**src/rtl/core/mce3d_pkg.sv**
```systemverilog
package mce3d_pkg;

    // Field widths fixed by the interface
    localparam int unsigned COORD_W = 32;
    localparam int unsigned WORLD_W = 16;

    // Defaults for the core parameters
    localparam int unsigned AXIS_BITS_DEF = 21;
    localparam int unsigned FRAC_BITS_DEF = 8;

    localparam logic [WORLD_W-1:0] WORLD_SIZE_RST = 16'd1000;

    typedef logic signed [COORD_W-1:0] coord_t;
    typedef logic [WORLD_W-1:0]        world_t;

endpackage

```
**src/rtl/core/morton_code_3d_encoder_core.sv**
```systemverilog
// 3D Morton encoder core.
//
// Input channel (s_valid/s_ready) takes one point per item: three signed
// coordinates with FRAC_BITS fraction bits. Each axis is mapped from the cube
// centered on the origin with edge world_size onto an AXIS_BITS-bit integer
// (clamped below at 0, saturated at the top), and the three integers are
// interleaved into m_morton_code: x in bit 3k, y in 3k+1, z in 3k+2.
// Output channel (m_valid/m_ready) returns one code per item, in order.
//
// world_size is written through cfg_wr_en/cfg_wr_data; the user writes it only
// while no item is in flight, which the block does not enforce. A value of zero acts as one.
//
// Pipeline: one stage forms the numerator, AXIS_BITS restoring-division
// stages produce one quotient bit each, one stage interleaves into the output
// register. Throughput is one item per cycle while the receiver does not
// stall. Each stage holds its item while the next is occupied and stalled,
// so a stalled receiver fills the pipe and empty stages still take new
// items. Reset (aresetn low, synchronous) empties the pipeline and loads
// world_size with 1000.
module morton_code_3d_encoder_core #(
    parameter int unsigned AXIS_BITS = mce3d_pkg::AXIS_BITS_DEF,
    parameter int unsigned FRAC_BITS = mce3d_pkg::FRAC_BITS_DEF
) (
    input  logic                     aclk,
    input  logic                     aresetn,

    input  logic                     cfg_wr_en,
    input  mce3d_pkg::world_t        cfg_wr_data,

    input  logic                     s_valid,
    output logic                     s_ready,
    input  mce3d_pkg::coord_t        s_coord_x,
    input  mce3d_pkg::coord_t        s_coord_y,
    input  mce3d_pkg::coord_t        s_coord_z,

    output logic                     m_valid,
    input  logic                     m_ready,
    output logic [3*AXIS_BITS-1:0]   m_morton_code
);

    import mce3d_pkg::*;

    // divisor d = W * 2^(FRAC_BITS+1), numerator n = 2c + W * 2^FRAC_BITS
    localparam int unsigned DW = WORLD_W + FRAC_BITS + 1;
    localparam int unsigned NW = ((DW > COORD_W + 1) ? DW : COORD_W + 1) + 1;
    localparam int unsigned NS = AXIS_BITS + 2;   // stages incl. output register
    localparam int unsigned CW = 3 * AXIS_BITS;

    world_t               world_size_reg;
    world_t               w_eff;
    logic [DW-1:0]        div_d;
    logic [NW-1:0]        w_half;

    logic [NS-1:0]        valid_reg;
    logic [NS:0]          rdy;

    logic [DW-1:0]        rem_reg  [0:2][0:AXIS_BITS];
    logic [DW-1:0]        rem_next [0:2][0:AXIS_BITS];
    logic [AXIS_BITS-1:0] quo_reg  [0:2][0:AXIS_BITS];
    logic [AXIS_BITS-1:0] quo_next [0:2][0:AXIS_BITS];
    logic                 hi_reg   [0:2][0:AXIS_BITS];
    logic                 hi_next  [0:2][0:AXIS_BITS];

    logic [CW-1:0]        code_reg;
    logic [CW-1:0]        code_next;

    coord_t               coord_in [0:2];

    always_ff @(posedge aclk) begin
        if (!aresetn) begin
            world_size_reg <= WORLD_SIZE_RST;
        end else if (cfg_wr_en) begin
            world_size_reg <= cfg_wr_data;
        end
    end

    assign w_eff  = (world_size_reg == '0) ? WORLD_W'(1) : world_size_reg;
    assign div_d  = DW'(w_eff) << (FRAC_BITS + 1);
    assign w_half = NW'(w_eff) << FRAC_BITS;

    assign coord_in[0] = s_coord_x;
    assign coord_in[1] = s_coord_y;
    assign coord_in[2] = s_coord_z;

    // a stage takes a new item when empty or when its item moves on
    always_comb begin
        rdy[NS] = m_ready;
        for (int i = NS - 1; i >= 0; i--) begin
            rdy[i] = !valid_reg[i] || rdy[i+1];
        end
    end

    assign s_ready = rdy[0];
    assign m_valid = valid_reg[NS-1];

    always_comb begin
        logic signed [NW-1:0] n;
        logic                 lo;
        logic [DW:0]          sh;
        logic                 ge;
        logic [DW:0]          diff;
        logic [AXIS_BITS:0]   qs;
        for (int a = 0; a < 3; a++) begin
            // numerator and range checks
            n  = (NW'(coord_in[a]) <<< 1) + w_half;
            lo = n[NW-1] || (n == '0);
            hi_next[a][0]  = !lo && (n >= NW'(div_d));
            rem_next[a][0] = (lo || hi_next[a][0]) ? '0 : n[DW-1:0];
            quo_next[a][0] = '0;
            // one restoring-division step per stage, quotient MSB first
            for (int k = 1; k <= AXIS_BITS; k++) begin
                sh   = {rem_reg[a][k-1], 1'b0};
                ge   = (sh >= {1'b0, div_d});
                diff = sh - {1'b0, div_d};
                rem_next[a][k] = ge ? diff[DW-1:0] : sh[DW-1:0];
                qs   = {quo_reg[a][k-1], ge};
                quo_next[a][k] = qs[AXIS_BITS-1:0];
                hi_next[a][k]  = hi_reg[a][k-1];
            end
        end
    end

    // saturate and interleave
    always_comb begin
        logic [AXIS_BITS-1:0] q;
        code_next = '0;
        for (int a = 0; a < 3; a++) begin
            q = hi_reg[a][AXIS_BITS] ? '1 : quo_reg[a][AXIS_BITS];
            for (int k = 0; k < AXIS_BITS; k++) begin
                code_next[3*k+a] = q[k];
            end
        end
    end

    always_ff @(posedge aclk) begin
        if (!aresetn) begin
            valid_reg <= '0;
        end else begin
            if (rdy[0]) begin
                valid_reg[0] <= s_valid;
            end
            for (int i = 1; i < NS; i++) begin
                if (rdy[i]) begin
                    valid_reg[i] <= valid_reg[i-1];
                end
            end
        end
    end

    always_ff @(posedge aclk) begin
        for (int i = 0; i <= AXIS_BITS; i++) begin
            if (rdy[i]) begin
                for (int a = 0; a < 3; a++) begin
                    rem_reg[a][i] <= rem_next[a][i];
                    quo_reg[a][i] <= quo_next[a][i];
                    hi_reg[a][i]  <= hi_next[a][i];
                end
            end
        end
        if (rdy[NS-1]) begin
            code_reg <= code_next;
        end
    end

    assign m_morton_code = code_reg;

endmodule

```
**config.mk**
```make
export PLATFORM = sky130hd
export DESIGN_NAME = morton_code_3d_encoder_core
export DESIGN_NICKNAME = d
export VERILOG_FILES = /design/src/rtl/core/mce3d_pkg.sv /design/src/rtl/core/morton_code_3d_encoder_core.sv
export SDC_FILE = /design/constraint.sdc
export NUM_CORES = 2
export LEC_CHECK = 0
export BUFFER_PORTS_ARGS = -buffer_cell sky130_fd_sc_hd__clkbuf_2
export CAP_MARGIN = 0
export CORE_MARGIN = 2
export CORE_UTILIZATION = 50
export DETAILED_ROUTE_END_ITERATION = 12
export GPL_TIMING_DRIVEN = 0
export PLACE_DENSITY = 0.68
export RECOVER_POWER = 25
export SYNTH_ARGS = -nofsm -noshare
export SYNTH_HDL_FRONTEND = slang
export SYNTH_SLANG_ARGS = --single-unit
```
**constraint.sdc**
```tcl
create_clock -name aclk -period 7.3 [get_ports aclk]
set_clock_uncertainty 0.15 [all_clocks]
set_input_delay 0.365 -clock aclk [delete_from_list [all_inputs] [get_ports aclk]]
set_output_delay 0.365 -clock aclk [all_outputs]
set_load 0.05 [all_outputs]
```
After elaboration in Yosys (flattened, before gate mapping)
Memory sizes are Yosys's and may differ from the RTL's.
Index checks and enable logic that the tools add are counted.

cells by class
  muxes and demuxes = 111
  $add $sub $neg = 66
  magnitude comparators = 66
  reduce and logical (&&, ||, !) cells = 62

operators by type and width
  operator                                                        count
  25-bit 2-to-1 mux                                               66
  26-bit by 25-bit greater-or-equal comparator with 1-bit output  63
  25-bit subtractor                                               63
  33-bit by 25-bit adder with 34-bit output                       3
  34-bit by 25-bit greater-or-equal comparator with 1-bit output  3
  34-bit zero test                                                3
  1-bit 2-to-1 mux                                                44
  1-bit logical OR                                                29
  1-bit zero test                                                 26
  16-bit zero test                                                1
  16-bit 2-to-1 mux                                               1
  1-bit logical AND                                               3

storage, ports and cells
  bits in registers = 102
  word-level logic and storage cells = 335
  bits in writable memories = 3,039
  output and inout port bits = 65
  memories kept = 3
  input port bits = 117

memory list
  memory   depth  bits a word  rd ports  clocked after Yosys merged registers in  wr ports  RTL line                           text
  rem_reg  3      550          3         0                                        3         morton_code_3d_encoder_core.sv:57  logic [DW-1:0] rem_reg [0:2][0:AXIS_BITS];
  quo_reg  3      441          3         0                                        3         morton_code_3d_encoder_core.sv:59  logic [AXIS_BITS-1:0] quo_reg [0:2][0:AXIS_BITS];
  hi_reg   3      22           3         0                                        3         morton_code_3d_encoder_core.sv:61  logic hi_reg [0:2][0:AXIS_BITS];

Longest topological paths before layout
  depth in word-level cells = 26
  mapped depth = 27
  mapped depth without buffers = 25

Least setup slack after synthesis
OpenSTA, ideal clock, no wires.

  path kind = reg2reg
  start = register valid_reg[22]
  end = memory hi_reg[0][21] (netlist bit) (enable)
  slack = -1.067 ns
  path buffers = 1
  data required time = 6.699 ns
  cell stages (with the launch flop) = 13
  data arrival time = 7.766 ns
  path through = dfxtp_1 -> nor2b_1 -> inv_1 -> nor3_1 -> and2_1 -> inv_1 -> nor2_1 -> and3_1 -> and3_1 -> clkbuf_1 -> and4_1 -> and3_1 -> nand2_1

RTL lines
  what                             RTL line                            text
  start, declared                  morton_code_3d_encoder_core.sv:54   logic [NS-1:0] valid_reg;
  start signal, assigned by index  morton_code_3d_encoder_core.sv:144  valid_reg[i] <= valid_reg[i-1];
  end, declared                    morton_code_3d_encoder_core.sv:61

==> impl_metrics.json <==
{
  "synth-xor-area-share_pct": 6.10,
  "r2r-start": "world_size_reg[1]$_SDFFE_PN0P_",
  "period_minus_slack_ps": 6940,
  "crit_arrival_ps": 7460,
  "status": "complete, but fails checks",
  "synth_edf_count": 1938,
  "combPwrFrac_pct": 43.9,
  "dr.pass1.iters": 6,
  "cp_slowest_cell": "and4_4",
  "layout_common_cells": "edfxtp_1 (1,938), ha_1 (1,101), a21oi_1 (906)",
  "core_um2": 233000,
  "max_slew_margin_pct": -154,
  "core.rowCount": 177,
  "peakVddDrop_v": 0.000240,
  "power.internal_uw": 35500,
  "synth_nets": 11395,
  "drt_iter0_markers": 5782,
  "startpoint_type": "flop",
  "syn_inst": 10114,
  "grt_pass1_wl_um": 452000,
  "yosysWarnings": 0,
  "synth-adder-area-share_pct": 12.8,
  "grt_remaining_overflow": 0,
  "layout_commonest_cell": "edfxtp_1",
  "critPathMaxFanout": 31,
  "ys_seq_elements": 1977,
  "synth_mux_area_share_pct": 4.21,
  "total_power_uw": 55400,
  "nNetsFinal": 11906,
  "cpMostUsedCell": "nor2b_1",
  "period_share_pct": 95.0,
  "synthSimpleGateAreaFrac_pct": 10.3,
  "path_delay_family": "simple AND/OR/NAND/NOR gates",
  "die-area_um2": 238000,
  "via_count": 82171,
  "synth_top_family_by_area": "compound AO/OA/AOI/OAI gates",
  "cp_num_cells": 25,
  "final_util_pct": 56.5,
  "crit_path_start": "world_size_reg[1]$_SDFFE_PN0P_",
  "place.gp.congestion": 0.889,
  "multi_input_area_um2": 55900,
  "drc_errors": 0,
  "switching_share_pct": 35.9,
  "finalMaxSlewViolations": 127,
  "cts_max_level": 4,
  "fill_cells": 18966,
  "path_buf_inv": 4,
  "drive_gt1_share_pct": 11.1,
  "root_buffer": "clkbuf_16",
  "netlist_area_um2": 117000,
  "syn_to_final_growth_pct": 12.4,
  "place_hpwl_um": 206000,
  "grt_pass1_vias": 82731,
  "cts_made_buffers": 209,
  "fmax_mhz": 144,
  "cts_sinks": 1977,
  "rsz0062_at_grt": "true",
  "drt_wl_total_um": 292000,
  "ys_async_sr_fraction_pct": 0,
  "ff2ff_path_depth": 25,
  "grt.total_usage_pct": 24.1,
  "seqCellArea_um2": 59000,
  "synthFlopType": "edfxtp_1",
  "cts_tree": "yes",
  "violations": "capacitance limit, slew limit",
  "cts_buffer_depth": 3,
  "die_w_um": 488,
  "portBuffers": 179,
  "largest_reg_flops": 1116,
  "viasPerCell": 5.89,
  "worst_pin_slew_ps": 3810,
  "detail-route-antenna-nets": 0,
  "setup_violations": 0,
  "worstSetupEndpointType": "flop",
  "grt_antenna_before_repair": 7,
  "power_frac_seq_pct": 35.6,
  "synth.distinct_cells": 82,
  "crit_end": "rem_reg[0][1076]$_SDFFCE_PP0P_",
  "finalHoldViolCount": 0,
  "power_switching_uw": 19900,
  "insertion_delay_ps": 870,
  "critical_path_class": "flop to flop",
  "r2r-end": "rem_reg[0][1076]$_SDFFCE_PP0P_",
  "avgRoutedWirePerCell_um": 20.9,
  "hold_class": "input port to flop",
  "p_leak_uw": 0.0540,
  "io_pins": 182,
  "synth-compound-area-share_pct": 14.2,
  "start_util_pct": 50.3,
  "pwr-share-clk_pct": 20.6,
  "slowest_delay_ps": 470,
  "reg2reg_slack_ps": 360,
  "path_clk_slew_ps": 60,
  "power_density_nw_per_um2": 421,
  "drv_cap": 2,
  "grt_max_degree": 70,
  "synth-seq-area-share_pct": 50.3,
  "fp.dieH_um": 488,
  "cp_data_required_time_ps": 7820,
  "avgSynthCellArea_um2": 11.6
}
## synth_stat cells (219+ instances only)
master / number / share of area, %
o21ai_0: 486 / 2.1
ha_1: 1101 / 12
edfxtp_1: 1938 / 50
xor2_1: 246 / 1.8
nor2_1: 768 / 2.5
mux2_2: 382 / 3.7
nor3_1: 219 / 0.94
a21o_1: 346 / 2.2
nand2_1: 519 / 1.7
inv_1: 414 / 1.3
a21oi_1: 907 / 3.9
xnor2_1: 570 / 4.3
## metrics by stage
step | area (um^2) | hold slack [ps] | worst slack (ps) | instances | setup TNS, ps
floorplan | 117000 | 250 | -17.6 | 10114 | -1320
global placement | 122000 | 250 | -5780 | 13425 | -5713650
detailed placement | 123000 | 255 | -1720 | 13467 | -514610
CTS | 132000 | 3.42 | 81.8 | 13939 | 0
global route | 132000 | 49.8 | -5.77 | 13944 | -5.77
finish | 132000 | 34.7 | 362 | 13946 | 0
## how the worst min path moves through the flow
stage,startpoint,end,slack (ps),cells past startpoint
after floorplan,hi_reg[0][1]$_DFFE_PP_,hi_reg[0][0]$_DFFE_PP_,250,0
after global placement,quo_reg[0][336]$_DFFE_PP_,quo_reg[0][316]$_DFFE_PP_,250,0
after detailed placement,hi_reg[0][25]$_DFFE_PP_,hi_reg[0][24]$_DFFE_PP_,250,0
after CTS,s_coord_x[19],rem_reg[0][545]$_SDFFCE_PP0P_,3,4
after global routing,s_coord_x[30],rem_reg[0][544]$_SDFFCE_PP0P_,50,4
final,s_coord_x[30],rem_reg[0][544]$_SDFFCE_PP0P_,30,4
## metal layers
layer / GRT usage, % / up-vias / share of wire, %
li1: - / 39352 / -
met1: 30.8 / 39912 / 43
met2: 41.2 / 2309 / 48
met3: 3.51 / 598 / 4.9
met4: 9.23 / 0 / 3.7
met5: 0 / - / 0
## power groups by stage
| stage | Sequential (uW) | Clock, uW | Combinational [uW] |
|---|---|---|---|
| detailed placement | 19900 | 0 | 23800 |
| floorplan | 19300 | 0 | 18500 |
| global placement | 19800 | 0 | 23100 |
| global route | 20100 | 12100 | 26900 |
| CTS | 19700 | 11600 | 24100 |
| finish | 19700 | 11400 | 24300 |
## final cells by class
class,instances,area share [%]
Multi-Input combinational cell,7512,42.5
Tap cell,3132,2.98
Antenna cell,6,0.0114
Buffer,207,0.639
Inverter,416,1.27
Clock buffer,237,4.12
Timing Repair Buffer,302,2.12
Sequential cell,1977,44.8
Clock inverter,157,1.58
## worst reg2reg max path: cells and delay by family (launching register included)
kind | cells | cell delay [ps]
AOI/OAI and AO/OA | 7 | 1440
xor gates and xnor gates | 1 | 310
adders and majority gates | 3 | 1040
buffers and inverters | 4 | 970
DFF | 1 | 400
and+or+nand+nor | 10 | 2420
## logic make-up after synthesis
family,Yosys count
buffers and inverters,625
multiplexers,442
flip-flops,1977
AND/OR/NAND/NOR,2473
adder cells (fa/ha/maj),1164
AO/OA/AOI/OAI,2617
XOR/XNOR,816
## timing repair
item	4_1_cts	5_1_grt
resized for setup	4	11
cloned	0	0
setup endpoints to repair	668	55
buffers inserted	0	1
hold buffers	80	0
endpoints found under the hold margin	76	0
pin swaps	0	1
Note: power is estimated with default switching activity, not from simulation.
